`src/design/ordered_list_engine_assert.svh`:
```
// Assertion macros for the ordered list engine.
// Both expect clk and rst_n in scope.
`ifndef ORDERED_LIST_ENGINE_ASSERT_SVH
`define ORDERED_LIST_ENGINE_ASSERT_SVH

// Same-cycle implication, checked out of reset
`define OLE_ASSERT_NOW(name, ante, cons, msg) \
    name: assert property (@(posedge clk) disable iff (!rst_n) (ante) |-> (cons)) \
        else $error(msg);

// Next-cycle implication, checked out of reset
`define OLE_ASSERT_NEXT(name, ante, cons, msg) \
    name: assert property (@(posedge clk) disable iff (!rst_n) (ante) |=> (cons)) \
        else $error(msg);

`endif

```
`src/design/oll_pkg.sv`:
```
package oll_pkg;

    localparam int DATA_W = 32;

    // Commands
    localparam logic [1:0] CMD_APPEND    = 2'd0;
    localparam logic [1:0] CMD_REM_MATCH = 2'd1;
    localparam logic [1:0] CMD_FIND      = 2'd2;
    localparam logic [1:0] CMD_REM_POS   = 2'd3;

    // Result status codes
    localparam logic [1:0] STAT_OK   = 2'd0;
    localparam logic [1:0] STAT_MISS = 2'd1;
    localparam logic [1:0] STAT_FULL = 2'd2;

    typedef struct packed {
        logic [1:0]               cmd;
        logic signed [DATA_W-1:0] value;
        logic [3:0]               position;
    } cmd_item_t;

    typedef struct packed {
        logic [1:0] status;
        logic [3:0] where_found;
        logic [4:0] entry_count;
    } res_item_t;

    // Per-cell control from the sequencer
    typedef struct packed {
        logic load;   // write the incoming value
        logic shift;  // take a value from the chain
        logic wrap;   // take the head value rather than the right neighbour
    } cell_ctl_t;

endpackage

```
`src/design/oll_cell.sv`:
```
module oll_cell
    import oll_pkg::*;
(
    input  logic                     clk,
    input  cell_ctl_t                ctl,
    input  logic signed [DATA_W-1:0] load_value,
    input  logic signed [DATA_W-1:0] neighbour,
    input  logic signed [DATA_W-1:0] head,
    output logic signed [DATA_W-1:0] value
);

    logic signed [DATA_W-1:0] value_reg;
    logic signed [DATA_W-1:0] value_next;

    always_comb
    begin
        value_next = value_reg;
        if (ctl.load)
        begin
            value_next = load_value;
        end
        else if (ctl.shift)
        begin
            // advance one place towards the head, or close the ring
            value_next = ctl.wrap ? head : neighbour;
        end
    end

    always_ff @(posedge clk)
    begin
        value_reg <= value_next;
    end

    assign value = value_reg;

endmodule

```
`src/design/ordered_list_engine.sv`:
```
// Ordered list engine: a bounded list of signed 32-bit values kept in the
// order they were appended, held in a chain of CAPACITY cells.
// Command channel (cmd_valid / cmd_stall / cmd_data): a transfer carries
// cmd, value and position. Append, remove first match, find first match and
// remove at position are supported.
// Result channel (res_valid / res_stall / res_data): exactly one transfer per
// command, carrying status, where_found and entry_count, in command order.
// Append and any command that needs no search go straight to hand-over.
// Remove, find and remove-at-position on a list of n entries rotate the
// chain once round, one entry examined at the head cell per cycle, then
// hand over. A new command is taken in the cycle its predecessor hands
// over its result, as the result register loads in the hand-over cycle.
// Reset empties the list and the result register; cell contents are not
// cleared and are never read before being written.
// A stalled result is held in the result register; the engine still takes
// and completes one further command, then holds it and stalls the command
// channel until the result register drains.
`include "ordered_list_engine_assert.svh"

module ordered_list_engine
    import oll_pkg::*;
#(
    parameter int CAPACITY = 16
)(
    input  logic      clk,
    input  logic      rst_n,
    input  logic      cmd_valid,
    output logic      cmd_stall,
    input  cmd_item_t cmd_data,
    output logic      res_valid,
    input  logic      res_stall,
    output res_item_t res_data
);

    localparam int IDX_W = (CAPACITY > 1) ? $clog2(CAPACITY) : 1;
    localparam int CNT_W = $clog2(CAPACITY + 1);
    localparam int CMP_W = (CNT_W > 4) ? CNT_W : 4;

    // Sequencer states
    localparam logic [1:0] S_IDLE = 2'd0;
    localparam logic [1:0] S_SCAN = 2'd1;
    localparam logic [1:0] S_DONE = 2'd2;

    logic [1:0]               state_reg, state_next;
    logic [CNT_W-1:0]         occ_reg, occ_next;
    logic [IDX_W-1:0]         step_reg, step_next;
    logic [IDX_W-1:0]         last_reg, last_next;
    logic [1:0]               op_reg, op_next;
    logic signed [DATA_W-1:0] key_reg, key_next;
    logic [3:0]               pos_reg, pos_next;
    logic                     found_reg, found_next;
    logic [1:0]               status_reg, status_next;
    logic [IDX_W-1:0]         where_reg, where_next;
    logic                     res_valid_reg, res_valid_next;
    res_item_t                res_reg, res_next;

    logic                     take;
    logic                     out_free;
    logic                     out_load;
    logic                     append_go;
    logic                     hit;
    logic                     drop;
    logic [CNT_W-1:0]         occ_m1;
    logic signed [DATA_W-1:0] head;

    logic signed [DATA_W-1:0] cell_value [CAPACITY];
    cell_ctl_t                cell_ctl   [CAPACITY];

    // Handshake: take a command when idle, or when the finished result
    // moves into the result register in this same cycle.
    assign out_free  = !res_valid_reg || !res_stall;
    assign out_load  = (state_reg == S_DONE) && out_free;
    assign cmd_stall = !((state_reg == S_IDLE) || out_load);
    assign take      = cmd_valid && !cmd_stall;
    assign append_go = take && (cmd_data.cmd == CMD_APPEND)
                       && (occ_reg != CNT_W'(CAPACITY));

    // Scan: the head cell holds the entry under test. Record the first
    // match; drop the head for a matching remove or the chosen position.
    assign head   = cell_value[0];
    assign occ_m1 = occ_reg - CNT_W'(1);
    assign hit    = (state_reg == S_SCAN) && (op_reg != CMD_REM_POS)
                    && !found_reg && (head == key_reg);
    assign drop   = (hit && (op_reg == CMD_REM_MATCH))
                    || ((state_reg == S_SCAN) && (op_reg == CMD_REM_POS)
                        && (CMP_W'(step_reg) == CMP_W'(pos_reg)));

    // Chain of cells. During a scan every cell takes its right neighbour;
    // the last occupied cell takes the head unless the head is being dropped,
    // so one full rotation restores order with the dropped entry closed up.
    for (genvar i = 0; i < CAPACITY; i++)
    begin : g_cell
        logic signed [DATA_W-1:0] right;

        if (i == CAPACITY - 1)
        begin : g_tail
            assign right = head;
        end
        else
        begin : g_body
            assign right = cell_value[i+1];
        end

        assign cell_ctl[i].load  = append_go && (CNT_W'(i) == occ_reg);
        assign cell_ctl[i].shift = (state_reg == S_SCAN);
        assign cell_ctl[i].wrap  = (CNT_W'(i + 1) == occ_reg) && !drop;

        oll_cell u_cell (
            .clk        (clk),
            .ctl        (cell_ctl[i]),
            .load_value (cmd_data.value),
            .neighbour  (right),
            .head       (head),
            .value      (cell_value[i])
        );
    end

    always_comb
    begin
        state_next     = state_reg;
        occ_next       = occ_reg;
        step_next      = step_reg;
        last_next      = last_reg;
        op_next        = op_reg;
        key_next       = key_reg;
        pos_next       = pos_reg;
        found_next     = found_reg;
        status_next    = status_reg;
        where_next     = where_reg;
        res_valid_next = res_valid_reg;
        res_next       = res_reg;

        // Result register: load a finished result, or drain on transfer
        if (out_load)
        begin
            res_valid_next       = 1'b1;
            res_next.status      = status_reg;
            res_next.where_found = 4'(where_reg);
            res_next.entry_count = 5'(occ_reg);
        end
        else if (res_valid_reg && !res_stall)
        begin
            res_valid_next = 1'b0;
        end

        unique case (state_reg) inside
            S_IDLE, S_DONE:
            begin
                if (out_load)
                begin
                    state_next = S_IDLE;
                end
                if (take)
                begin
                    op_next     = cmd_data.cmd;
                    key_next    = cmd_data.value;
                    pos_next    = cmd_data.position;
                    step_next   = '0;
                    last_next   = occ_m1[IDX_W-1:0];
                    found_next  = 1'b0;
                    where_next  = '0;
                    status_next = STAT_MISS;
                    state_next  = S_DONE;
                    unique case (cmd_data.cmd) inside
                        CMD_APPEND:
                        begin
                            if (append_go)
                            begin
                                where_next  = occ_reg[IDX_W-1:0];
                                occ_next    = occ_reg + CNT_W'(1);
                                status_next = STAT_OK;
                            end
                            else
                            begin
                                status_next = STAT_FULL;
                            end
                        end
                        CMD_REM_MATCH, CMD_FIND:
                        begin
                            if (occ_reg != '0)
                            begin
                                state_next = S_SCAN;
                            end
                        end
                        default:
                        begin
                            // remove at position: known good up front
                            if (CMP_W'(cmd_data.position) < CMP_W'(occ_reg))
                            begin
                                found_next = 1'b1;
                                where_next = IDX_W'(cmd_data.position);
                                state_next = S_SCAN;
                            end
                        end
                    endcase
                end
            end
            S_SCAN:
            begin
                step_next = step_reg + IDX_W'(1);
                if (hit)
                begin
                    found_next = 1'b1;
                    where_next = step_reg;
                end
                if (drop)
                begin
                    occ_next = occ_m1;
                end
                if (step_reg == last_reg)
                begin
                    state_next  = S_DONE;
                    status_next = (found_reg || hit) ? STAT_OK : STAT_MISS;
                end
            end
            default:
            begin
                state_next = S_IDLE;
            end
        endcase
    end

    // Control state
    always_ff @(posedge clk or negedge rst_n)
    begin
        if (!rst_n)
        begin
            state_reg     <= S_IDLE;
            occ_reg       <= '0;
            found_reg     <= 1'b0;
            res_valid_reg <= 1'b0;
        end
        else
        begin
            state_reg     <= state_next;
            occ_reg       <= occ_next;
            found_reg     <= found_next;
            res_valid_reg <= res_valid_next;
        end
    end

    // Payload
    always_ff @(posedge clk)
    begin
        step_reg   <= step_next;
        last_reg   <= last_next;
        op_reg     <= op_next;
        key_reg    <= key_next;
        pos_reg    <= pos_next;
        status_reg <= status_next;
        where_reg  <= where_next;
        res_reg    <= res_next;
    end

    assign res_valid = res_valid_reg;
    assign res_data  = res_reg;

    // The count never exceeds the chain length
    `OLE_ASSERT_NOW(a_occ_bound, 1'b1, occ_reg <= CNT_W'(CAPACITY), "count above capacity")
    // A scan step removes at most one entry
    `OLE_ASSERT_NEXT(a_scan_drop, state_reg == S_SCAN, ($past(occ_reg) - occ_reg) <= CNT_W'(1), "scan removed more than one entry")
    // An accepted append with room grows the list by one
    `OLE_ASSERT_NEXT(a_append_grow, append_go, occ_reg == $past(occ_reg) + CNT_W'(1), "append did not grow list")

endmodule

```
`config.mk`:
```
export PLATFORM = sky130hd
export DESIGN_NAME = ordered_list_engine
export DESIGN_NICKNAME = d
export VERILOG_FILES = /design/src/design/oll_pkg.sv /design/src/design/oll_cell.sv /design/src/design/ordered_list_engine.sv
export VERILOG_INCLUDE_DIRS = /design/src /design/src/design
export SDC_FILE = /design/constraint.sdc
export NUM_CORES = 1
export LEC_CHECK = 0
export BUFFER_PORTS_ARGS = -buffer_cell sky130_fd_sc_hd__buf_2
export CORE_MARGIN = 2
export CORE_UTILIZATION = 64
export CTS_CLUSTER_SIZE = 24
export DETAILED_ROUTE_END_ITERATION = 10
export PLACE_DENSITY = 0.78
export SLEW_MARGIN = 10
export SYNTH_ARGS = -nofsm -noshare
export SYNTH_HDL_FRONTEND = slang
export SYNTH_HIERARCHICAL = 1
export SYNTH_SLANG_ARGS = --single-unit
```
`constraint.sdc`:
```
create_clock -name clk -period 3.7 [get_ports clk]
set_clock_uncertainty 0.15 [all_clocks]
set_input_delay 0.74 -clock clk [delete_from_list [all_inputs] [get_ports clk]]
set_output_delay 0.74 -clock clk [all_outputs]
set_load 0.02 [all_outputs]
```
==> flow_metrics.tcl <==
set metrics [dict create \
    critical_path.top_delay_family "simple AND/OR/NAND/NOR gates" \
    syn_inst 2544 \
    fp.coreArea_um2 46800 \
    crit_chain "xor2_1 > nor4_2 > nand3_1 > or4b_4 > o21ai_4 > buf_4 > nor3_2 > buf_4 > mux2i_1 > o21ai_1" \
    clockRootBuffer "clkbuf_16" \
    place.gp.congestion 0.904 \
    fin_ws_ps 71.3 \
    slowest_stage "or4b_4" \
    netlist-cell-type-count 45 \
    initial_core_util_pct 65.0 \
    combPwrFrac_pct 33.1 \
    max_freq_mhz 276 \
    p_switching_mw 9.93 \
    n_fill_cell 3257 \
    clk_pin_slew_worst_paths_ps 60 \
    num_vias 21059 \
    place_ws_ps -13.0 \
    ir_drop_mv 0.489 \
    rsz0062_at_grt "no" \
    min_period_over_period_pct 98.1 \
    crit_type "flop to flop" \
    grt_first_pass_wirelength_um 122000 \
    diodes 0 \
    dp.cells 3152 \
    power_mw 28.5 \
    p_leak_nw 9.87 \
    cts_made_buffers 58 \
    clock_path_buffers 3 \
    hold_class "input pin to flop" \
    p_int_mw 18.5 \
    drcViolationCount 0 \
    die_area_um2 49200 \
    drive_gt1_share_pct 11.6 \
    syn-num-nets 2599 \
    cts_tree "done" \
    crit_path_start_kind "flop" \
    grt_max_degree 65 \
    ys_ff_latch 584 \
    die_x_um 222 \
    seq_power_share_pct 47.6 \
    p_clk_share_pct 19.3 \
    critPathMaxFanout 10 \
    end_kind "flop" \
    syn-cell-area_um2 30400 \
    nets 2661 \
    drt_iter0_drc 2761 \
    path_buf_inv 2 \
    routedWlPerCell_um 24.6 \
    overflow 0 \
    worstMarginPinSlew_ps 1240 \
    ys_warn_count 6 \
    status "complete, no violations" \
    finalSetupTns_ps 0 \
    via_per_inst 6.47 \
    power.density_nw_per_um2 869 \
    crit_top_cell "buf_4" \
    antenna_left 0 \
    largest_reg_flops 512 \
    drv_cap 0 \
    die_y_um 222 \
    finalMaxSlewViolations 0 \
    clk_latency_ps 630 \
    dpl.hpwl_um 50600 \
    rows 79 \
    wl_um 80100 \
    critPathMaxStageDelay_ps 570 \
    grt.total_usage_pct 32.6 \
    dr.pass1.iters 8 \
    fin_cells 3254 \
    synth.avg_cell_area_um2 11.9 \
    boundaryPins 55 \
    hold_viol 0 \
    first_global_vias 20858 \
    area_delta_synth_final_pct 7.87 \
    setup_viol 0 \
    seq_area_frac_synth_pct 57.6 \
    min_period_ps 3630 \
    postLayoutCoreUtil_pct 70.1 \
    arrival_ps 3840 \
    reg2reg_slack_ps 70 \
    required_ps 3910 \
    clkSinkCount 584 \
    switching_share_pct 34.9 \
    cts_max_level 2 \
    antenna_found_initial 0 \
    port-buffer-count 54 \
    slew_headroom_pct 16.6 \
    cts_setup_buffers 0 \
]
[layout make-up]
cell class              instances  area (µm²)  share of cell area (%)
well taps                     607         759                    2.32
clock inverters                21         149                   0.454
multi-input cells            1762       11300                    34.5
flip-flops and latches        584       17500                    53.4
inverters                      15        56.3                   0.172
repair buffers                185        1460                    4.44
clock buffers                  80        1540                    4.71
[layout by cell type, fill, tap and decap left out, types with 2 or more instances in the layout]
cell	n
buf_12	16
or2_2	16
clkinv_1	14
bufinv_16	2
inv_1	13
nor3_2	17
clkinv_2	4
buf_4	114
nor2b_1	4
xnor2_1	32
nor2_4	15
a21oi_1	9
a21o_1	2
nand4_1	12
nand2_1	539
mux2i_1	514
ha_1	13
nand3_1	8
nand2b_1	6
o21ai_1	481
o21ai_0	39
nor4_1	3
edfxtp_1	575
clkbuf_16	58
a32oi_1	2
clkbuf_1	21
nor2_1	9
xor2_1	13
nor3_1	5
and2_1	3
inv_2	2
and3_1	4
buf_2	54
dfrtp_1	9
[metal layers]
layer	share of wire [%]	GRT usage, %	vias up
li1	-	-	9384
met1	38	43.1	10101
met2	48	53.6	1362
met3	10	5.34	212
met4	4.1	14.1	0
met5	0	0	-
[worst register-to-register path: cells and delay by family (launching register included)]
kind                   cells  cell delay, ps
AO/OA/AOI/OAI              2             580
XOR/XNOR                   1             220
buffers and inverters      2             520
flip-flops                 1             430
multiplexers               1             170
AND/OR/NAND/NOR            4            1300
[through the flow]
step / instance area (µm²) / hold WS [ps]
2_1_floorplan: 30400 / 250
3_3_place_gp: 31100 / 252
3_5_place_dp: 31100 / 256
4_1_cts: 32800 / 180
5_1_grt: 32800 / 193
6_report: 32800 / 203
[cells in the mapped netlist]
master	n	area share, %
ha_1	13	0.54
clkbuf_1	21	0.26
a31o_2	1	0.029
nor3b_1	1	0.025
o22ai_1	1	0.021
buf_6	17	0.63
nor2b_1	4	0.082
nor3_1	22	0.36
or4b_4	1	0.045
xnor2_1	32	0.92
o32ai_1	1	0.029
and3_1	4	0.082
o2111ai_1	1	0.029
a32oi_1	2	0.058
a21o_1	2	0.049
a21oi_1	9	0.15
nor2_1	24	0.30
o21ai_4	1	0.054
a311o_1	1	0.033
xor2_1	13	0.37
nand2b_1	6	0.12
inv_1	14	0.17
a2111oi_4	1	0.091
mux2i_1	514	17
o2bb2ai_1	1	0.029
nand3_1	8	0.13
o21ai_0	40	0.66
dfrtp_1	9	0.74
nor4_2	1	0.041
a31oi_1	1	0.021
or2_2	16	0.33
nor4_1	3	0.062
edfxtp_1	575	57
nand2_1	539	6.7
buf_2	96	1.6
inv_2	1	0.012
o211ai_1	1	0.025
a22oi_1	1	0.025
buf_1	1	0.012
nand4_1	12	0.25
nand4b_1	1	0.029
o21ai_1	480	7.9
and2_1	3	0.062
nor2b_4	1	0.045
buf_12	48	3.2
[kinds of logic after synthesis]
kind of cell    share of synthesized area [%]
xor+xnor                                 1.30
simple gates                             8.62
buf+inv                                  5.83
flops                                    57.6
compound gates                           9.20
fa+ha+maj                               0.535
mux                                      16.9
[final timing paths]
check                                                start                          to  cells after the start
worst max-delay path            g_cell[0].u_cell/value[29]  g_cell[0].u_cell/value[31]                     10
worst min-delay path                           cmd_data[0]                  pos_reg[0]                      1
worst max register to register  g_cell[0].u_cell/value[29]  g_cell[0].u_cell/value[31]                     10
worst min register to register                where_reg[2]                 res_data[7]                      0
max in group asynchronous                            rst_n                  occ_reg[0]                      2
min in group asynchronous                            rst_n                   found_reg                      2
[power groups by stage]
| stage | clock network (mW) | logic (mW) | registers [mW] |
|---|---|---|---|
| 2_1_floorplan | 0 | 5.25 | 13.7 |
| 3_3_place_gp | 0 | 8.80 | 13.5 |
| 3_5_place_dp | 0 | 9.22 | 13.6 |
| 4_1_cts | 5.52 | 9.25 | 13.6 |
| 5_1_grt | 5.74 | 10.1 | 13.9 |
| 6_report | 5.49 | 9.43 | 13.6 |
[repair_timing]
item,in CTS,in global routing
gates resized for setup,1,0
hold buffers,1,0
setup endpoints to repair,1,0
endpoints found under the hold margin,9,0
Power figures use the tool's default switching activity.
